### src/fpq_pkg.sv
// ----------------------------------------------------------------------------
// fpq_pkg
// Shared types, codes and defaults for the five-level priority queue.
// ----------------------------------------------------------------------------
package fpq_pkg;

  localparam int CAPACITY_DEF = 16;
  localparam int LEVELS_DEF   = 5;
  localparam int TAG_BITS_DEF = 16;

  localparam int TAG_W   = 16;
  localparam int LEVEL_W = 3;

  // Request kinds
  localparam logic [1:0] KIND_ADD   = 2'd0;
  localparam logic [1:0] KIND_SERVE = 2'd1;
  localparam logic [1:0] KIND_LIST  = 2'd2;

  // Result status codes
  localparam logic [2:0] ST_ADDED      = 3'd0;
  localparam logic [2:0] ST_DROPPED    = 3'd1;
  localparam logic [2:0] ST_SERVED     = 3'd2;
  localparam logic [2:0] ST_SERVE_NONE = 3'd3;
  localparam logic [2:0] ST_LISTED     = 3'd4;
  localparam logic [2:0] ST_LIST_EMPTY = 3'd5;

  typedef struct packed {
    logic [1:0]         kind;
    logic [LEVEL_W-1:0] level;
    logic [TAG_W-1:0]   tag;
  } in_req_t;

  typedef struct packed {
    logic [2:0]         status;
    logic [TAG_W-1:0]   out_tag;
    logic [LEVEL_W-1:0] out_level;
    logic               last;
  } out_rsp_t;

  // Result handed from the sequencer to the output register.
  typedef struct packed {
    logic     load;
    out_rsp_t rsp;
  } res_push_t;

endpackage

### src/five_level_priority_queue_top.sv
// ----------------------------------------------------------------------------
// five_level_priority_queue_top
// Bounded strict-priority queue, first in first out within each level.
// ----------------------------------------------------------------------------
// Requests arrive on in_valid/in_ready with in_req (kind, level, tag);
// results leave on out_valid/out_ready with out_rsp (status, out_tag,
// out_level, last). Entries live in one RAM, kept sorted in service order.
// An add walks from the tail toward its insertion point, one entry per
// cycle through the RAM read-modify-write loop.
// A serve reads the head and moves every other entry up by one slot.
// A list streams one entry per cycle while the receiver accepts, after a
// registered RAM read, marking the final entry with last. Drops, empty
// serves, empty lists and adds into an empty queue answer in the cycle
// the request is taken. One request is handled at a time; the next one is
// taken once the previous result has been produced and the output register
// is free. Results sit in an output register; when the receiver stalls,
// the block holds its finished result and listing pauses without losing entries.
// Reset (synchronous, active low) empties the queue; no clearing pass runs.
// ----------------------------------------------------------------------------
module five_level_priority_queue_top #(
  parameter int CAPACITY = fpq_pkg::CAPACITY_DEF,
  parameter int LEVELS   = fpq_pkg::LEVELS_DEF,
  parameter int TAG_BITS = fpq_pkg::TAG_BITS_DEF
) (
  input  logic              clk,
  input  logic              rst_n,
  input  logic              in_valid,
  output logic              in_ready,
  input  fpq_pkg::in_req_t  in_req,
  output logic              out_valid,
  input  logic              out_ready,
  output fpq_pkg::out_rsp_t out_rsp
);

  localparam int AW = (CAPACITY > 1) ? $clog2(CAPACITY) : 1;
  localparam int SW = (TAG_BITS < fpq_pkg::TAG_W) ? TAG_BITS : fpq_pkg::TAG_W;
  localparam int EW = SW + fpq_pkg::LEVEL_W;

  logic               wr_en;
  logic [AW-1:0]      wr_addr;
  logic [EW-1:0]      wr_data;
  logic               rd_en;
  logic [AW-1:0]      rd_addr;
  logic [EW-1:0]      rd_data;
  logic               out_free;
  fpq_pkg::res_push_t res;

  logic               out_valid_r, out_valid_nxt;
  fpq_pkg::out_rsp_t  out_rsp_r, out_rsp_nxt;

  assign out_free = !out_valid_r || out_ready;

  fpq_ctrl #(
    .CAPACITY (CAPACITY),
    .LEVELS   (LEVELS),
    .TAG_BITS (TAG_BITS)
  ) u_ctrl (
    .clk      (clk),
    .rst_n    (rst_n),
    .in_valid (in_valid),
    .in_req   (in_req),
    .in_ready (in_ready),
    .out_free (out_free),
    .res      (res),
    .wr_en    (wr_en),
    .wr_addr  (wr_addr),
    .wr_data  (wr_data),
    .rd_en    (rd_en),
    .rd_addr  (rd_addr),
    .rd_data  (rd_data)
  );

  fpq_ram #(
    .WIDTH (EW),
    .DEPTH (CAPACITY)
  ) u_ram (
    .clk     (clk),
    .wr_en   (wr_en),
    .wr_addr (wr_addr),
    .wr_data (wr_data),
    .rd_en   (rd_en),
    .rd_addr (rd_addr),
    .rd_data (rd_data)
  );

  always_comb begin
    out_valid_nxt = out_valid_r;
    out_rsp_nxt   = out_rsp_r;
    if (res.load) begin
      out_valid_nxt = 1'b1;
      out_rsp_nxt   = res.rsp;
    end else if (out_ready) begin
      out_valid_nxt = 1'b0;
    end
  end

  always_ff @(posedge clk) begin
    if (!rst_n) begin
      out_valid_r <= 1'b0;
    end else begin
      out_valid_r <= out_valid_nxt;
    end
    out_rsp_r <= out_rsp_nxt;
  end

  assign out_valid = out_valid_r;
  assign out_rsp   = out_rsp_r;

endmodule

### src/fpq_ram.sv
// ----------------------------------------------------------------------------
// fpq_ram
// Generic simple dual-port RAM: one write port, one registered read port.
// ----------------------------------------------------------------------------
module fpq_ram #(
  parameter int WIDTH = 8,
  parameter int DEPTH = 16
) (
  input  logic                                      clk,
  input  logic                                      wr_en,
  input  logic [(DEPTH > 1 ? $clog2(DEPTH) : 1)-1:0] wr_addr,
  input  logic [WIDTH-1:0]                          wr_data,
  input  logic                                      rd_en,
  input  logic [(DEPTH > 1 ? $clog2(DEPTH) : 1)-1:0] rd_addr,
  output logic [WIDTH-1:0]                          rd_data
);

  logic [WIDTH-1:0] mem [DEPTH];

  always_ff @(posedge clk) begin
    if (wr_en) begin
      mem[wr_addr] <= wr_data;
    end
    if (rd_en) begin
      rd_data <= mem[rd_addr];
    end
  end

endmodule

### src/fpq_ctrl.sv
// ----------------------------------------------------------------------------
// fpq_ctrl
// Sequencer that keeps the entry memory sorted in service order and walks it
// for add, serve and list requests.
// ----------------------------------------------------------------------------
module fpq_ctrl #(
  parameter int CAPACITY = fpq_pkg::CAPACITY_DEF,
  parameter int LEVELS   = fpq_pkg::LEVELS_DEF,
  parameter int TAG_BITS = fpq_pkg::TAG_BITS_DEF
) (
  input  logic                clk,
  input  logic                rst_n,
  input  logic                in_valid,
  input  fpq_pkg::in_req_t    in_req,
  output logic                in_ready,
  input  logic                out_free,
  output fpq_pkg::res_push_t  res,
  output logic                                               wr_en,
  output logic [(CAPACITY > 1 ? $clog2(CAPACITY) : 1)-1:0]   wr_addr,
  output logic [((TAG_BITS < fpq_pkg::TAG_W) ? TAG_BITS : fpq_pkg::TAG_W)
                + fpq_pkg::LEVEL_W - 1:0]                    wr_data,
  output logic                                               rd_en,
  output logic [(CAPACITY > 1 ? $clog2(CAPACITY) : 1)-1:0]   rd_addr,
  input  logic [((TAG_BITS < fpq_pkg::TAG_W) ? TAG_BITS : fpq_pkg::TAG_W)
                + fpq_pkg::LEVEL_W - 1:0]                    rd_data
);

  localparam int AW = (CAPACITY > 1) ? $clog2(CAPACITY) : 1;
  localparam int OW = $clog2(CAPACITY + 1);
  localparam int SW = (TAG_BITS < fpq_pkg::TAG_W) ? TAG_BITS : fpq_pkg::TAG_W;
  localparam int LW = fpq_pkg::LEVEL_W;
  localparam int EW = SW + LW;

  typedef enum logic [2:0] {
    S_IDLE,
    S_ADD_SCAN,
    S_ADD_HEAD,
    S_SRV_HEAD,
    S_SRV_SHIFT,
    S_LIST,
    S_DONE
  } state_t;

  state_t              state_r, state_nxt;
  logic [AW-1:0]       idx_r, idx_nxt;
  logic [OW-1:0]       occ_r, occ_nxt;
  logic [SW-1:0]       hold_tag_r, hold_tag_nxt;
  logic [LW-1:0]       hold_level_r, hold_level_nxt;
  fpq_pkg::out_rsp_t   pend_r, pend_nxt;

  logic                accept;
  logic [SW-1:0]       rd_tag;
  logic [LW-1:0]       rd_level;
  logic                bad_level;
  logic                idx_is_last;

  function automatic fpq_pkg::out_rsp_t make_rsp(input logic [2:0] status,
                                                 input logic [SW-1:0] tag,
                                                 input logic [LW-1:0] level,
                                                 input logic last);
    fpq_pkg::out_rsp_t r;
    r           = '0;
    r.status    = status;
    r.out_tag[SW-1:0] = tag;
    r.out_level = level;
    r.last      = last;
    return r;
  endfunction

  assign rd_tag      = rd_data[SW-1:0];
  assign rd_level    = rd_data[EW-1:SW];
  assign bad_level   = ({1'b0, in_req.level} >= (LW + 1)'(LEVELS));
  assign idx_is_last = ((OW'(idx_r) + OW'(1)) == occ_r);

  // New requests wait until any earlier result has left and the slot is free,
  // so that a single-result request can complete on the cycle it is taken.
  assign in_ready = (state_r == S_IDLE) && out_free;
  assign accept   = in_valid && in_ready;

  always_comb begin
    state_nxt      = state_r;
    idx_nxt        = idx_r;
    occ_nxt        = occ_r;
    hold_tag_nxt   = hold_tag_r;
    hold_level_nxt = hold_level_r;
    pend_nxt       = pend_r;
    res            = '0;
    wr_en          = 1'b0;
    wr_addr        = '0;
    wr_data        = '0;
    rd_en          = 1'b0;
    rd_addr        = '0;

    case (state_r)
      S_IDLE: begin
        if (accept) begin
          case (in_req.kind)
            fpq_pkg::KIND_ADD: begin
              if (bad_level || (occ_r == OW'(CAPACITY))) begin
                res.load = 1'b1;
                res.rsp  = make_rsp(fpq_pkg::ST_DROPPED, '0, '0, 1'b1);
              end else if (occ_r == '0) begin
                wr_en    = 1'b1;
                wr_addr  = '0;
                wr_data  = {in_req.level, in_req.tag[SW-1:0]};
                occ_nxt  = OW'(1);
                res.load = 1'b1;
                res.rsp  = make_rsp(fpq_pkg::ST_ADDED, '0, '0, 1'b1);
              end else begin
                // Walk from the tail toward the head, moving each less
                // urgent entry one slot down until the insertion point.
                hold_tag_nxt   = in_req.tag[SW-1:0];
                hold_level_nxt = in_req.level;
                idx_nxt        = AW'(occ_r - OW'(1));
                rd_en          = 1'b1;
                rd_addr        = AW'(occ_r - OW'(1));
                state_nxt      = S_ADD_SCAN;
              end
            end
            fpq_pkg::KIND_SERVE: begin
              if (occ_r == '0) begin
                res.load = 1'b1;
                res.rsp  = make_rsp(fpq_pkg::ST_SERVE_NONE, '0, '0, 1'b1);
              end else begin
                rd_en     = 1'b1;
                rd_addr   = '0;
                state_nxt = S_SRV_HEAD;
              end
            end
            fpq_pkg::KIND_LIST: begin
              if (occ_r == '0) begin
                res.load = 1'b1;
                res.rsp  = make_rsp(fpq_pkg::ST_LIST_EMPTY, '0, '0, 1'b1);
              end else begin
                idx_nxt   = '0;
                rd_en     = 1'b1;
                rd_addr   = '0;
                state_nxt = S_LIST;
              end
            end
            default: begin
            end
          endcase
        end
      end

      S_ADD_SCAN: begin
        wr_en   = 1'b1;
        wr_addr = idx_r + AW'(1);
        if (rd_level > hold_level_r) begin
          wr_data = rd_data;
          if (idx_r == '0) begin
            state_nxt = S_ADD_HEAD;
          end else begin
            idx_nxt = idx_r - AW'(1);
            rd_en   = 1'b1;
            rd_addr = idx_r - AW'(1);
          end
        end else begin
          wr_data   = {hold_level_r, hold_tag_r};
          occ_nxt   = occ_r + OW'(1);
          pend_nxt  = make_rsp(fpq_pkg::ST_ADDED, '0, '0, 1'b1);
          state_nxt = S_DONE;
        end
      end

      S_ADD_HEAD: begin
        wr_en     = 1'b1;
        wr_addr   = '0;
        wr_data   = {hold_level_r, hold_tag_r};
        occ_nxt   = occ_r + OW'(1);
        pend_nxt  = make_rsp(fpq_pkg::ST_ADDED, '0, '0, 1'b1);
        state_nxt = S_DONE;
      end

      S_SRV_HEAD: begin
        pend_nxt = make_rsp(fpq_pkg::ST_SERVED, rd_tag, rd_level, 1'b1);
        if (occ_r == OW'(1)) begin
          occ_nxt   = '0;
          state_nxt = S_DONE;
        end else begin
          idx_nxt   = AW'(1);
          rd_en     = 1'b1;
          rd_addr   = AW'(1);
          state_nxt = S_SRV_SHIFT;
        end
      end

      S_SRV_SHIFT: begin
        // Each entry moves one slot toward the head.
        wr_en   = 1'b1;
        wr_addr = idx_r - AW'(1);
        wr_data = rd_data;
        if (idx_is_last) begin
          occ_nxt   = occ_r - OW'(1);
          state_nxt = S_DONE;
        end else begin
          idx_nxt = idx_r + AW'(1);
          rd_en   = 1'b1;
          rd_addr = idx_r + AW'(1);
        end
      end

      S_LIST: begin
        // The read data holds while the receiver stalls, since no new read
        // is issued until this entry goes out.
        if (out_free) begin
          res.load = 1'b1;
          res.rsp  = make_rsp(fpq_pkg::ST_LISTED, rd_tag, rd_level, idx_is_last);
          if (idx_is_last) begin
            state_nxt = S_IDLE;
          end else begin
            idx_nxt = idx_r + AW'(1);
            rd_en   = 1'b1;
            rd_addr = idx_r + AW'(1);
          end
        end
      end

      S_DONE: begin
        if (out_free) begin
          res.load  = 1'b1;
          res.rsp   = pend_r;
          state_nxt = S_IDLE;
        end
      end

      default: begin
        state_nxt = S_IDLE;
      end
    endcase
  end

  always_ff @(posedge clk) begin
    if (!rst_n) begin
      state_r <= S_IDLE;
      occ_r   <= '0;
      idx_r   <= '0;
    end else begin
      state_r <= state_nxt;
      occ_r   <= occ_nxt;
      idx_r   <= idx_nxt;
    end
    hold_tag_r   <= hold_tag_nxt;
    hold_level_r <= hold_level_nxt;
    pend_r       <= pend_nxt;
  end

endmodule
### config.mk
export PLATFORM = sky130hd
export DESIGN_NAME = five_level_priority_queue_top
export DESIGN_NICKNAME = d
export VERILOG_FILES = /design/src/fpq_pkg.sv /design/src/five_level_priority_queue_top.sv /design/src/fpq_ram.sv /design/src/fpq_ctrl.sv
export SDC_FILE = /design/constraint.sdc
export NUM_CORES = 1
export LEC_CHECK = 0
export BUFFER_PORTS_ARGS = -buffer_cell sky130_fd_sc_hd__buf_2
export CORE_AREA = 2 2 237 122
export DETAILED_ROUTE_END_ITERATION = 7
export DIE_AREA = 0 0 239 124
export PLACE_DENSITY_LB_ADDON = 0.2
export SETUP_SLACK_MARGIN = 0.2
export SYNTH_ARGS = -nofsm -noshare
export SYNTH_HDL_FRONTEND = slang
export SYNTH_SLANG_ARGS = --single-unit
### constraint.sdc
create_clock -name clk -period 3.6 [get_ports clk]
set_input_delay 0 -clock clk [delete_from_list [all_inputs] [get_ports clk]]
set_output_delay 0 -clock clk [all_outputs]
set_load 0.01 [all_outputs]
==> flow_summary.json <==
{
  "drive_above_1_share_pct": 18.1,
  "met2_length_um": 18800,
  "total_power_mw": 17.3,
  "ant_nets": 0,
  "fp-row-count": 43,
  "syn2layout_area_growth_pct": 14.9,
  "avgViaCountPerCell": 6.60,
  "maxCapViolations": 0,
  "cts_buffers": 35,
  "path_cells": "ha_1, nor2b_1, o21a_1, o211ai_4, o22ai_1, a21o_4, buf_12, and3_1, a311oi_2, o221ai_1",
  "ys_ff_latch": 398,
  "reg2reg_slack_ns": 0.37,
  "yosys.area.top_type_share_pct": 68.7,
  "utilization_pct": 70.5,
  "track_usage_pct": 29.6,
  "yosysMostFrequentCell": "edfxtp_1",
  "min_path_type": "primary input to flip-flop",
  "ys.flop_type": "edfxtp_1",
  "grt_first_pass_wirelength_um": 64300,
  "worst_pin_slew_ns": 0.787,
  "dr_wl_met3_um": 6260,
  "cts_tree": "built",
  "dp_worst_setup_slack_ns": 0.168,
  "dieArea_sq_um": 29600,
  "netlist_area_sq_um": 16800,
  "p_leak_nw": 6.79,
  "cp_slowest_cell": "edfxtp_1",
  "syn_area_per_cell_sq_um": 13.5,
  "htreeDepth": 2,
  "antenna_found_initial": 0,
  "worstSetupStartpoint": "u_ram.rd_data[17]$_DFFE_PP_",
  "slowest_delay_ns": 0.46,
  "drcViolationCount": 0,
  "grt_pass1_vias": 10511,
  "status": "finished clean",
  "synth_edf_count": 385,
  "max_freq_ghz": 0.310,
  "clk_latency_ns": 0.54,
  "cts_root_buf": "clkbuf_16",
  "dr.max_layer_used": "met4",
  "synth_seq_area_share_pct": 70.2,
  "path_class": "flip-flop to flip-flop",
  "portBuffers": 49,
  "drt_iter0_markers": 1601,
  "maxSlewHeadroom_pct": 47.5,
  "grt_setup_unrepaired": "no",
  "clk_path_buf_depth": 3,
  "yosysWarnings": 0,
  "skew_ns": 0.0232,
  "worst_ir_drop_vdd_mv": 0.453,
  "timing.setup.tns_ns": 0,
  "wl_per_cell_um": 25.5,
  "critPathArrivalTime_ns": 3.49,
  "first_pass_iters": 5,
  "crit_fanout": 46,
  "setup_viol": 0,
  "clk_pin_slew_worst_paths_ns": 0.07,
  "ys_top_cells_by_area": "edfxtp_1, nand2_1, a21oi_1",
  "min-delay-start": "in_req[20]",
  "clock-sinks": 398,
  "coreArea_sq_um": 27400,
  "synth_nets": 1283,
  "num_antenna_cells": 0,
  "post-route-period-util_pct": 89.7,
  "ys_types": 66,
  "fin_crit_ns": 3.23,
  "grt_start_max_net_pins": 85,
  "fin_ws_ns": 0.369,
  "power-per-cell-area_nw_per_um2": 895,
  "cp-end-kind": "flip-flop",
  "fin_nets": 1391,
  "synth_common_cells": "edfxtp_1, nand2_1, a21oi_1",
  "synth_top_cell_by_area": "edfxtp_1",
  "vias": 11447,
  "dp_hpwl_um": 27100,
  "report.final.slew_viol_count": 0,
  "grt_overflow": 0,
  "startpoint_type": "flip-flop",
  "wl_um": 44200,
  "ys_async_sr_fraction_pct": 0,
  "chipHeight_um": 124,
  "critPathRequiredTime_ns": 3.86,
  "die_w_um": 239,
  "critPathBufInv": 1,
  "synth_cells": 1243,
  "ios": 50,
  "r2r_start": "u_ram.rd_data[17]$_DFFE_PP_",
  "cp_top_family": "compound AO/OA/AOI/OAI gates",
  "initial_utilization_pct": 61.4,
  "hold_viol": 0,
  "m1WireLength_um": 18200,
  "gp_congestion": 0.934
}
==> through the flow <==
step / std cells / cell area (sq um) / hold slack (ns)
floorplan: 1243 / 16800 / 0.0989
global placement: 1639 / 17800 / 0.197
detailed placement: 1639 / 17800 / 0.200
CTS: 1722 / 19100 / 0.0905
global route: 1735 / 19300 / 0.123
finish: 1735 / 19300 / 0.113
==> cells in the final DEF (no fill, tap or decap), drive strengths merged, types with 21 or more instances in the layout <==
cell	synthesis	routed
a31oi	23	23
o21ai	22	22
dlygate4sd3	0	21
buf	56	136
clkbuf	34	41
edfxtp	385	385
nand2	194	194
nor2	47	47
mux2i	25	25
nand3	48	48
and3	37	37
a311oi	32	32
a21oi	63	63
==> worst min-delay path: stages <==
cell    delay, ns
buf_2        0.11
ha_1         0.14
nor2_1       0.08
and2_1       0.15
==> sequential cells by signal, summed over array words and instances, names as in the netlist <==
name and count:
out_rsp 23, out_valid 1, u_ctrl.hold_level_r 3, u_ctrl.hold_tag_r 16, u_ctrl.idx_r 4, u_ctrl.occ_r 5
u_ctrl.pend_r 20, u_ctrl.state_r 3, u_ram.mem 304, u_ram.rd_data 19
==> where the power goes <==
part | switching (mW) | total, mW | internal, mW
clock | 1.65 | 3.57 | 1.92
combinational | 4.41 | 6.45 | 2.04
sequential | 0.489 | 7.29 | 6.80
total | 6.55 | 17.3 | 10.8
==> per-layer routing <==
metal / vias to the layer above / GRT usage [%]
met5: - / 0
met4: 0 / 8.09
met2: 783 / 43.5
li1: 5016 / -
met1: 5564 / 44.6
met3: 84 / 6.89
==> timing repair <==
| action | in CTS | in global routing |
|---|---|---|
| hold buffers | 21 | 0 |
| gates cloned | 1 | 3 |
| gates resized for setup | 3 | 17 |
| endpoints found under the hold margin | 32 | 0 |
| endpoints found under the setup margin | 6 | 19 |
| pin swaps | 0 | 5 |
| setup buffers | 0 | 10 |
==> area by class of cell <==
type / count / area, sq um
multi-input cells: 741 / 4700
clock inverters: 21 / 151
inverters: 17 / 63.8
well taps: 360 / 450
fillers: 1787 / 8100
clock buffers: 40 / 916
repair buffers: 158 / 1240
flip-flops and latches: 398 / 11800
==> worst paths after layout <==
| path | to | cells after the start |
|---|---|---|
| setup / recovery | u_ram.rd_data[11]$_DFFE_PP_ | 10 |
| hold / removal | out_rsp[20]$_DFFE_PP_ | 4 |
| setup reg to reg | u_ram.rd_data[11]$_DFFE_PP_ | 10 |
| hold reg to reg | u_ctrl.occ_r[3]$_SDFFE_PN0P_ | 2 |
==> cells by family (layout without fill, tap and decap cells) <==
kind of cell,after synthesis,after routing,share of synthesized area (%)
xor gates and xnor gates,13,13,0.676
DFF,398,398,70.2
adders and majority gates,15,15,1.11
and+or+nand+nor,408,408,11.3
AOI/OAI and AO/OA,275,278,11.9
muxes,27,27,1.62
buffers and inverters,107,236,3.18
No activity file was read; power rests on OpenSTA's default activity.
